--- src/rtl/bsrs_pkg.sv ---
// bsrs_pkg: shared types, sizes and operation codes of the bounded set unit
// no dependencies; imported by every module of the block
`default_nettype none

package bsrs_pkg;

   localparam int DEPTH            = 16;
   localparam int ITEM_WIDTH       = 32;
   localparam int DEFAULT_CAPACITY = 16;

   localparam int IDX_W  = (DEPTH > 1) ? $clog2(DEPTH) : 1;
   localparam int CNT_W  = $clog2(DEPTH + 1);
   localparam int CAP_W  = 5;
   localparam int KIND_W = 2;
   localparam int RANK_W = 8;
   localparam int OUT_W  = 32;
   localparam int OCC_W  = 5;

   localparam int ADDR_W = 3;
   localparam int DATA_W = 32;

   localparam logic [ADDR_W-1:0] REG_CAPACITY = ADDR_W'(0);

   localparam logic [KIND_W-1:0] KIND_INSERT   = 2'd0;
   localparam logic [KIND_W-1:0] KIND_ERASE    = 2'd1;
   localparam logic [KIND_W-1:0] KIND_CONTAINS = 2'd2;
   localparam logic [KIND_W-1:0] KIND_GET      = 2'd3;

   typedef struct packed {
      logic [KIND_W-1:0] kind;
      logic [31:0]       item_value;
      logic [RANK_W-1:0] rank_index;
   } req_type;

   typedef struct packed {
      logic             ok;
      logic [OUT_W-1:0] item_out;
      logic [OCC_W-1:0] occupancy;
      logic             is_empty;
   } rsp_type;

   typedef struct packed {
      logic idle;
      logic done;
   } eng_stat_type;

   // capacity beyond the array depth acts as the depth
   function automatic logic [CNT_W-1:0] eff_capacity(input logic [CAP_W-1:0] cap);
      logic [CNT_W-1:0] res;
      if (32'(cap) > DEPTH) begin
         res = CNT_W'(DEPTH);
      end else begin
         res = CNT_W'(cap);
      end
      return res;
   endfunction

endpackage

`default_nettype wire

--- src/rtl/bsrs_cmp.sv ---
// bsrs_cmp: shared magnitude / equality comparator for stored words
// depends on bsrs_pkg
`default_nettype none

module bsrs_cmp (
   input  wire logic [bsrs_pkg::ITEM_WIDTH-1:0] a,
   input  wire logic [bsrs_pkg::ITEM_WIDTH-1:0] b,
   output logic                                 a_eq_b,
   output logic                                 a_gt_b
);
   import bsrs_pkg::*;

   assign a_eq_b = (a == b);
   assign a_gt_b = (a > b);

endmodule

`default_nettype wire

--- src/rtl/bsrs_engine.sv ---
// bsrs_engine: entry memory and the sequencer that drives the shared comparator
// depends on bsrs_pkg and bsrs_cmp
`default_nettype none

module bsrs_engine (
   input  wire logic                         clock,
   input  wire logic                         reset,
   input  wire logic                         start,
   input  wire bsrs_pkg::req_type            req,
   input  wire logic [bsrs_pkg::CAP_W-1:0]   capacity,
   input  wire logic                         out_free,
   output bsrs_pkg::eng_stat_type            stat,
   output bsrs_pkg::rsp_type                 result
);
   import bsrs_pkg::*;

   typedef enum logic [3:0] {
      ST_IDLE,
      ST_LOC_RD,
      ST_LOC_CMP,
      ST_LOC_DONE,
      ST_ER_RD,
      ST_ER_WR,
      ST_SEL_RDJ,
      ST_SEL_LDJ,
      ST_SEL_RDK,
      ST_SEL_CMP,
      ST_SEL_CHK,
      ST_FINISH
   } state_type;

   state_type               state_ff, state_in;
   logic [KIND_W-1:0]       kind_ff, kind_in;
   logic [ITEM_WIDTH-1:0]   value_ff, value_in;
   logic [RANK_W-1:0]       rank_ff, rank_in;
   logic [IDX_W-1:0]        idx_ff, idx_in;
   logic [IDX_W-1:0]        j_ff, j_in;
   logic [IDX_W-1:0]        slot_ff, slot_in;
   logic                    found_ff, found_in;
   logic [ITEM_WIDTH-1:0]   vj_ff, vj_in;
   logic [CNT_W-1:0]        below_ff, below_in;
   logic                    ok_ff, ok_in;
   logic [ITEM_WIDTH-1:0]   item_ff, item_in;
   logic [CNT_W-1:0]        fill_ff, fill_in;

   logic [ITEM_WIDTH-1:0]   mem [DEPTH];
   logic [ITEM_WIDTH-1:0]   rd_data_ff;
   logic [IDX_W-1:0]        rd_addr;
   logic                    mem_we;
   logic [IDX_W-1:0]        mem_waddr;
   logic [ITEM_WIDTH-1:0]   mem_wdata;

   logic [ITEM_WIDTH-1:0]   cmp_a;
   logic                    cmp_eq;
   logic                    cmp_gt;
   logic [CNT_W-1:0]        last_pos;
   logic                    idx_last;
   logic                    j_last;
   logic [CNT_W-1:0]        cap_eff;
   logic                    in_select;

   assign cap_eff   = eff_capacity(capacity);
   assign last_pos  = fill_ff - CNT_W'(1);
   assign idx_last  = (CNT_W'(idx_ff) == last_pos);
   assign j_last    = (CNT_W'(j_ff) == last_pos);
   assign in_select = (state_ff == ST_SEL_CMP);

   // one comparator: stored word against the key, or against the pivot in select
   assign cmp_a = in_select ? vj_ff : value_ff;

   bsrs_cmp u_cmp (
      .a      (cmp_a),
      .b      (rd_data_ff),
      .a_eq_b (cmp_eq),
      .a_gt_b (cmp_gt)
   );

   always_ff @(posedge clock) begin
      if (mem_we) begin
         mem[mem_waddr] <= mem_wdata;
      end
      rd_data_ff <= mem[rd_addr];
   end

   always_comb begin
      state_in  = state_ff;
      kind_in   = kind_ff;
      value_in  = value_ff;
      rank_in   = rank_ff;
      idx_in    = idx_ff;
      j_in      = j_ff;
      slot_in   = slot_ff;
      found_in  = found_ff;
      vj_in     = vj_ff;
      below_in  = below_ff;
      ok_in     = ok_ff;
      item_in   = item_ff;
      fill_in   = fill_ff;
      rd_addr   = idx_ff;
      mem_we    = 1'b0;
      mem_waddr = slot_ff;
      mem_wdata = rd_data_ff;

      case (state_ff)
         ST_IDLE: begin
            if (start) begin
               kind_in  = req.kind;
               value_in = ITEM_WIDTH'(req.item_value);
               rank_in  = req.rank_index;
               ok_in    = 1'b0;
               item_in  = '0;
               found_in = 1'b0;
               idx_in   = '0;
               j_in     = '0;
               if (req.kind == KIND_GET) begin
                  if (RANK_W'(fill_ff) <= req.rank_index) begin
                     state_in = ST_FINISH;
                  end else begin
                     state_in = ST_SEL_RDJ;
                  end
               end else if (req.kind == KIND_INSERT && fill_ff >= cap_eff) begin
                  state_in = ST_FINISH;
               end else if (fill_ff == '0) begin
                  state_in = ST_LOC_DONE;
               end else begin
                  state_in = ST_LOC_RD;
               end
            end
         end
         ST_LOC_RD: begin
            state_in = ST_LOC_CMP;
         end
         ST_LOC_CMP: begin
            if (cmp_eq) begin
               found_in = 1'b1;
               slot_in  = idx_ff;
               state_in = ST_LOC_DONE;
            end else if (idx_last) begin
               state_in = ST_LOC_DONE;
            end else begin
               idx_in   = idx_ff + IDX_W'(1);
               state_in = ST_LOC_RD;
            end
         end
         ST_LOC_DONE: begin
            state_in = ST_FINISH;
            case (kind_ff)
               KIND_INSERT: begin
                  if (!found_ff) begin
                     mem_we    = 1'b1;
                     mem_waddr = fill_ff[IDX_W-1:0];
                     mem_wdata = value_ff;
                     fill_in   = fill_ff + CNT_W'(1);
                     ok_in     = 1'b1;
                  end
               end
               KIND_ERASE: begin
                  if (found_ff) begin
                     state_in = ST_ER_RD;
                  end
               end
               KIND_CONTAINS: begin
                  ok_in = found_ff;
               end
               default: begin
                  ok_in = 1'b0;
               end
            endcase
         end
         ST_ER_RD: begin
            // fetch the last entry to fill the hole
            rd_addr  = last_pos[IDX_W-1:0];
            state_in = ST_ER_WR;
         end
         ST_ER_WR: begin
            mem_we    = 1'b1;
            mem_waddr = slot_ff;
            mem_wdata = rd_data_ff;
            fill_in   = last_pos;
            ok_in     = 1'b1;
            state_in  = ST_FINISH;
         end
         ST_SEL_RDJ: begin
            rd_addr  = j_ff;
            state_in = ST_SEL_LDJ;
         end
         ST_SEL_LDJ: begin
            vj_in    = rd_data_ff;
            idx_in   = '0;
            below_in = '0;
            state_in = ST_SEL_RDK;
         end
         ST_SEL_RDK: begin
            state_in = ST_SEL_CMP;
         end
         ST_SEL_CMP: begin
            if (idx_ff != j_ff && cmp_gt) begin
               below_in = below_ff + CNT_W'(1);
            end
            if (idx_last) begin
               state_in = ST_SEL_CHK;
            end else begin
               idx_in   = idx_ff + IDX_W'(1);
               state_in = ST_SEL_RDK;
            end
         end
         ST_SEL_CHK: begin
            if (RANK_W'(below_ff) == rank_ff) begin
               ok_in    = 1'b1;
               item_in  = vj_ff;
               state_in = ST_FINISH;
            end else if (j_last) begin
               state_in = ST_FINISH;
            end else begin
               j_in     = j_ff + IDX_W'(1);
               state_in = ST_SEL_RDJ;
            end
         end
         ST_FINISH: begin
            if (out_free) begin
               state_in = ST_IDLE;
            end
         end
         default: begin
            state_in = ST_IDLE;
         end
      endcase
   end

   always_ff @(posedge clock) begin
      if (reset) begin
         state_ff <= ST_IDLE;
         fill_ff  <= '0;
      end else begin
         state_ff <= state_in;
         fill_ff  <= fill_in;
      end
      kind_ff  <= kind_in;
      value_ff <= value_in;
      rank_ff  <= rank_in;
      idx_ff   <= idx_in;
      j_ff     <= j_in;
      slot_ff  <= slot_in;
      found_ff <= found_in;
      vj_ff    <= vj_in;
      below_ff <= below_in;
      ok_ff    <= ok_in;
      item_ff  <= item_in;
   end

   assign stat.idle = (state_ff == ST_IDLE);
   assign stat.done = (state_ff == ST_FINISH);

   assign result.ok        = ok_ff;
   assign result.item_out  = OUT_W'(item_ff);
   assign result.occupancy = OCC_W'(fill_ff);
   assign result.is_empty  = (fill_ff == '0);

endmodule

`default_nettype wire

--- src/rtl/bounded_set_with_rank_select_unit.sv ---
// bounded_set_with_rank_select_unit: top level with request/response words and csr port
// depends on bsrs_pkg, bsrs_engine (which holds bsrs_cmp)
// insert/erase/contains scan the entries up to a match, and a hitting erase then moves the last
//   entry into the hole; get scans all entries per candidate entry; early refusals skip the scan
// throughput: one word at a time; the sequencer and its single comparator set the rate
// reset: synchronous active high, set empties, capacity returns to 16, response invalid
`default_nettype none

module bounded_set_with_rank_select_unit (
   input  wire logic                          clock,
   input  wire logic                          reset,
   // request channel
   input  wire logic                          req_valid,
   output logic                               req_ready,
   input  wire bsrs_pkg::req_type             req_word,
   // response channel
   output logic                               rsp_valid,
   input  wire logic                          rsp_ready,
   output bsrs_pkg::rsp_type                  rsp_word,
   // csr port
   input  wire logic                          psel,
   input  wire logic                          penable,
   input  wire logic                          pwrite,
   input  wire logic [bsrs_pkg::ADDR_W-1:0]   paddr,
   input  wire logic [bsrs_pkg::DATA_W-1:0]   pwdata,
   output logic [bsrs_pkg::DATA_W-1:0]        prdata,
   output logic                               pready
);
   import bsrs_pkg::*;

   logic [CAP_W-1:0] capacity_ff, capacity_in;
   logic             rsp_valid_ff, rsp_valid_in;
   rsp_type          rsp_word_ff, rsp_word_in;

   eng_stat_type     eng_stat;
   rsp_type          eng_result;
   logic             start;
   logic             out_free;
   logic             csr_write;
   logic             csr_hit;

   // register index is the word address; only the capacity register exists
   assign csr_hit   = (paddr[ADDR_W-1:2] == REG_CAPACITY[ADDR_W-1:2]);
   assign csr_write = psel && penable && pwrite;
   assign pready    = 1'b1;
   assign prdata    = csr_hit ? DATA_W'(capacity_ff) : '0;

   always_comb begin
      capacity_in = capacity_ff;
      if (csr_write && csr_hit) begin
         capacity_in = pwdata[CAP_W-1:0];
      end
   end

   // request is taken only when the sequencer is idle
   assign req_ready = eng_stat.idle;
   assign start     = req_valid && req_ready;

   // output register frees the sequencer once a result is parked
   assign out_free = !rsp_valid_ff || rsp_ready;

   always_comb begin
      rsp_valid_in = rsp_valid_ff;
      rsp_word_in  = rsp_word_ff;
      if (eng_stat.done && out_free) begin
         rsp_valid_in = 1'b1;
         rsp_word_in  = eng_result;
      end else if (rsp_ready) begin
         rsp_valid_in = 1'b0;
      end
   end

   always_ff @(posedge clock) begin
      if (reset) begin
         capacity_ff  <= CAP_W'(DEFAULT_CAPACITY);
         rsp_valid_ff <= 1'b0;
      end else begin
         capacity_ff  <= capacity_in;
         rsp_valid_ff <= rsp_valid_in;
      end
      rsp_word_ff <= rsp_word_in;
   end

   assign rsp_valid = rsp_valid_ff;
   assign rsp_word  = rsp_word_ff;

   bsrs_engine u_engine (
      .clock    (clock),
      .reset    (reset),
      .start    (start),
      .req      (req_word),
      .capacity (capacity_ff),
      .out_free (out_free),
      .stat     (eng_stat),
      .result   (eng_result)
   );

endmodule

`default_nettype wire

--- config.mk ---
export PLATFORM = sky130hd
export DESIGN_NAME = bounded_set_with_rank_select_unit
export DESIGN_NICKNAME = d
export VERILOG_FILES = /design/src/rtl/bsrs_pkg.sv /design/src/rtl/bsrs_cmp.sv /design/src/rtl/bsrs_engine.sv /design/src/rtl/bounded_set_with_rank_select_unit.sv
export SDC_FILE = /design/constraint.sdc
export NUM_CORES = 1
export LEC_CHECK = 0
export BUFFER_PORTS_ARGS = -buffer_cell sky130_fd_sc_hd__buf_2
export CAP_MARGIN = 0
export CORE_ASPECT_RATIO = 0.5
export CORE_MARGIN = 4
export CORE_UTILIZATION = 65
export CTS_CLUSTER_DIAMETER = 80
export CTS_CLUSTER_SIZE = 25
export DETAILED_ROUTE_END_ITERATION = 8
export GPL_ROUTABILITY_DRIVEN = 0
export PLACE_DENSITY = 0.84
export SLEW_MARGIN = 0
export SYNTH_ARGS = -nofsm -noshare
export SYNTH_HDL_FRONTEND = slang
export SYNTH_HIERARCHICAL = 1
export SYNTH_SLANG_ARGS = --single-unit
export TNS_END_PERCENT = 5
--- constraint.sdc ---
create_clock -name clock -period 8.6 [get_ports clock]
set_input_delay 1.29 -clock clock [delete_from_list [all_inputs] [get_ports clock]]
set_output_delay 1.29 -clock clock [all_outputs]
set_load 0.02 [all_outputs]
==> qor.txt <==
Crit Path Class - reg2reg
Slew headroom - 14.66%
register area share after synthesis - 71.87%
outcome - completed
final global-route overflow total - 0
number of synthesized flops with an enable pin - 676
drt pass-1 iters - 5
largest net degree at the start of global routing - 136
worst hold stages - 0
CP required - 9.06 ns
CTS tree - done
library cells used by synthesis - 67
Tmin final - 4.691 ns
Clock Sinks - 723
Post-CTS Setup Inserts - 0
final setup margin - 3.909 ns
Final Cycle Share - 54.54%
Hold Slack - 0.4132 ns
Clock H-tree levels - 2
max cap viols - 0
r2r startpoint - u_engine/state_ff[2]
critical path peak fanout - 91
vias per cell - 6.708
final setup vio count - 0
die height - 158.8 µm
diode count - 0
Core Rows - 54
Clk Latency, worst-skew pair - 0.59 ns
drc violations - 0
Post-Synthesis Cells - 2,152
Core ar. - 44,250 µm²
skew final - 0.03123 ns
CTS max path bufs - 3
CTS Root Cell - clkbuf_16
# resized after CTS - 0
pre-CTS setup slack - 4.116 ns
static leakage - 11.07 nW
die width - 309.5 µm
first-pass GRT wire length - 108,000 µm
post-route ant nets - 0
Hold Vio Cnt, Final - 0
Min-Delay Path Class - reg2reg
initial DRC count - 3,062
post-DP HPWL - 40,550 µm
via count - 18,760
RSZ-0062 raised after global routing - no
gr usage total - 29.23%
Hold Path End - rsp_word[12]
dpl cells - 2,736
# IOs - 158
fin. max-slew vios - 0
syn avg cell area - 13.73 µm²
initial antenna violation count - 1
Tightest Pin Transition - 1.280 ns
YS warnings - 6
Num CTS Buffers - 34
Worst EP arrival - 5.15 ns
DIE AREA - 49,150 µm²
PortBufs - 100
FF-to-FF End - u_engine/rd_data_ff[31]
share of layout cells above drive strength 1 - 10.10%
fin util - 71.32%
vias in the first global route - 17,890
CP endpoint kind - register
pwr/cell area - 302.0 nW/µm²
Synth Flop Type - edfxtp_1
worst min-delay path startpoint - u_engine/item_ff[6]
drt wl/cell - 26.17 µm
Post-CTS Hold Buffers - 0
R2R depth - 8
setup TNS - 0 ns
Final nets - 2,316
synthesized area - 29,550 µm²
peak supply drop - 0.0002860 V
Total Wirelength - 73,190 µm
#FFs+latches synth - 723
Fmax - 0.2132 GHz
post-route insts no fill - 2,797
clock slew at reported path FFs - 0.11 ns
FFs w/ async S/R, synth - 0%
Startpoint Class - register
setup slack, reg-to-reg - 3.91 ns
area delta synth->final - 6.808%
Starting Density - 66.78%
sequential cells by signal, summed over array words and instances (netlist names):
signal / flops
u_engine/item_ff: 32
u_engine/idx_ff: 4
rsp_word: 39
u_engine/value_ff: 32
u_engine/rd_data_ff: 32
u_engine/below_ff: 5
rsp_valid: 1
u_engine/kind_ff: 2
u_engine/fill_ff: 5
u_engine/found_ff: 1
u_engine/ok_ff: 1
u_engine/rank_ff: 8
capacity_ff: 5
u_engine/vj_ff: 32
u_engine/mem: 512
u_engine/slot_ff: 4
u_engine/j_ff: 4
u_engine/state_ff: 4
per-layer routing:
layer / GRT usage [%] / part of all wire (%) / vias to the layer above
li1: - / - / 8069
met1: 41.71 / 36 / 9106
met2: 43.94 / 45 / 1415
met3: 8.999 / 16 / 171
met4: 8.785 / 2.6 / 0
met5: 0 / 0 / -
logic make-up after synthesis:
logic type               count (synthesis)  share of synthesized area [%]
adder cells (fa/ha/maj)                 48                          2.032
AND/OR/NAND/NOR                        655                          10.51
buffers and inverters                  211                          3.290
XOR/XNOR                                31                         0.9653
other                                    2                        0.02541
multiplexers                            41                          1.393
flip-flops                             723                          71.87
AO/OA/AOI/OAI                          441                          9.912
through the flow:
step                area, µm²  total power [mW]
floorplan               29650             6.772
finish                  31560             9.531
CTS                     31560             9.430
global route            31560             9.914
detailed placement      30560             7.644
global placement        30560             7.481
final cells by class:
class,count,area (µm²)
flip-flops and latches,723,21240
fillers,2615,12690
multi-input cells,1244,7642
clock buffers,59,975.9
repair buffers,133,760.7
well taps,588,735.7
inverters,48,180.2
clock inverters,2,28.78
how the worst max path moves through the flow:
stage / cells past startpoint / slack, ns / start / endpoint
3_3_place_gp: 8 / 4.30 / u_engine/state_ff[2] / u_engine/rd_data_ff[16]
5_1_grt: 8 / 3.82 / u_engine/state_ff[2] / u_engine/rd_data_ff[31]
3_5_place_dp: 8 / 4.12 / u_engine/state_ff[2] / u_engine/rd_data_ff[31]
6_report: 8 / 3.91 / u_engine/state_ff[2] / u_engine/rd_data_ff[31]
2_1_floorplan: 3 / 5.01 / req_valid / u_engine/item_ff[0]
4_1_cts: 8 / 4.06 / u_engine/state_ff[2] / u_engine/rd_data_ff[31]
where the power goes:
part	switching (mW)	total, mW	leakage, nW	internal [mW]
Clock	1.05	1.84	0.480	0.792
Sequential	0.301	4.90	6.53	4.60
Combinational	1.98	2.79	4.06	0.806
Total	3.34	9.53	11.1	6.20
cells in the final DEF, fill, tap and decap left out, types with 40 or more instances in the layout:
| cell | synthesis | routed |
|---|---|---|
| dfxtp_1 | 47 | 47 |
| edfxtp_1 | 676 | 676 |
| a221oi_1 | 63 | 63 |
| and3_1 | 67 | 67 |
| nand2_1 | 377 | 375 |
| inv_1 | 48 | 47 |
| a21oi_1 | 181 | 180 |
| nor2_1 | 58 | 41 |
| mux2i_1 | 40 | 40 |
| ha_1 | 48 | 48 |
| a211oi_1 | 131 | 131 |
| buf_2 | 30 | 100 |
Yosys cell counts, drive strengths merged (3+ instances only):
cell type  count  area, µm²
a211oi       131      983.4
a21boi         3      26.27
a21o           5      37.54
a21oi        182      914.6
a221oi        63      551.8
a31oi         15      100.1
and2          40      250.2
and2b          5      43.79
and3          67      419.2
buf           81      484.2
clkbuf        82      307.8
dfxtp         47      940.9
edfxtp       676      20300
ha            48      600.6
inv           48      180.2
mux2i         40      400.4
nand2        377       1415
nand2b        13      81.33
nand3         15      75.07
nand4         14      100.1
nor2          58      217.7
nor2b          4      25.02
nor3          10      61.31
nor3b          5      48.80
o211ai         3      22.52
o21ai         14      70.07
o31ai          3      22.52
or2            5      31.28
or3            3      18.77
or4           32      240.2
xnor2         23      201.4
xor2           7      61.31
worst max-delay path, stage by stage (launching register included):
cell	delay, ns
dfxtp_1	0.66
nor3b_4	0.61
or2_2	0.21
buf_4	0.64
nand2_4	0.61
buf_4	0.61
a211oi_1	0.44
a211oi_1	0.14
or4_1	0.59
No activity file was read; power rests on OpenSTA's default activity.
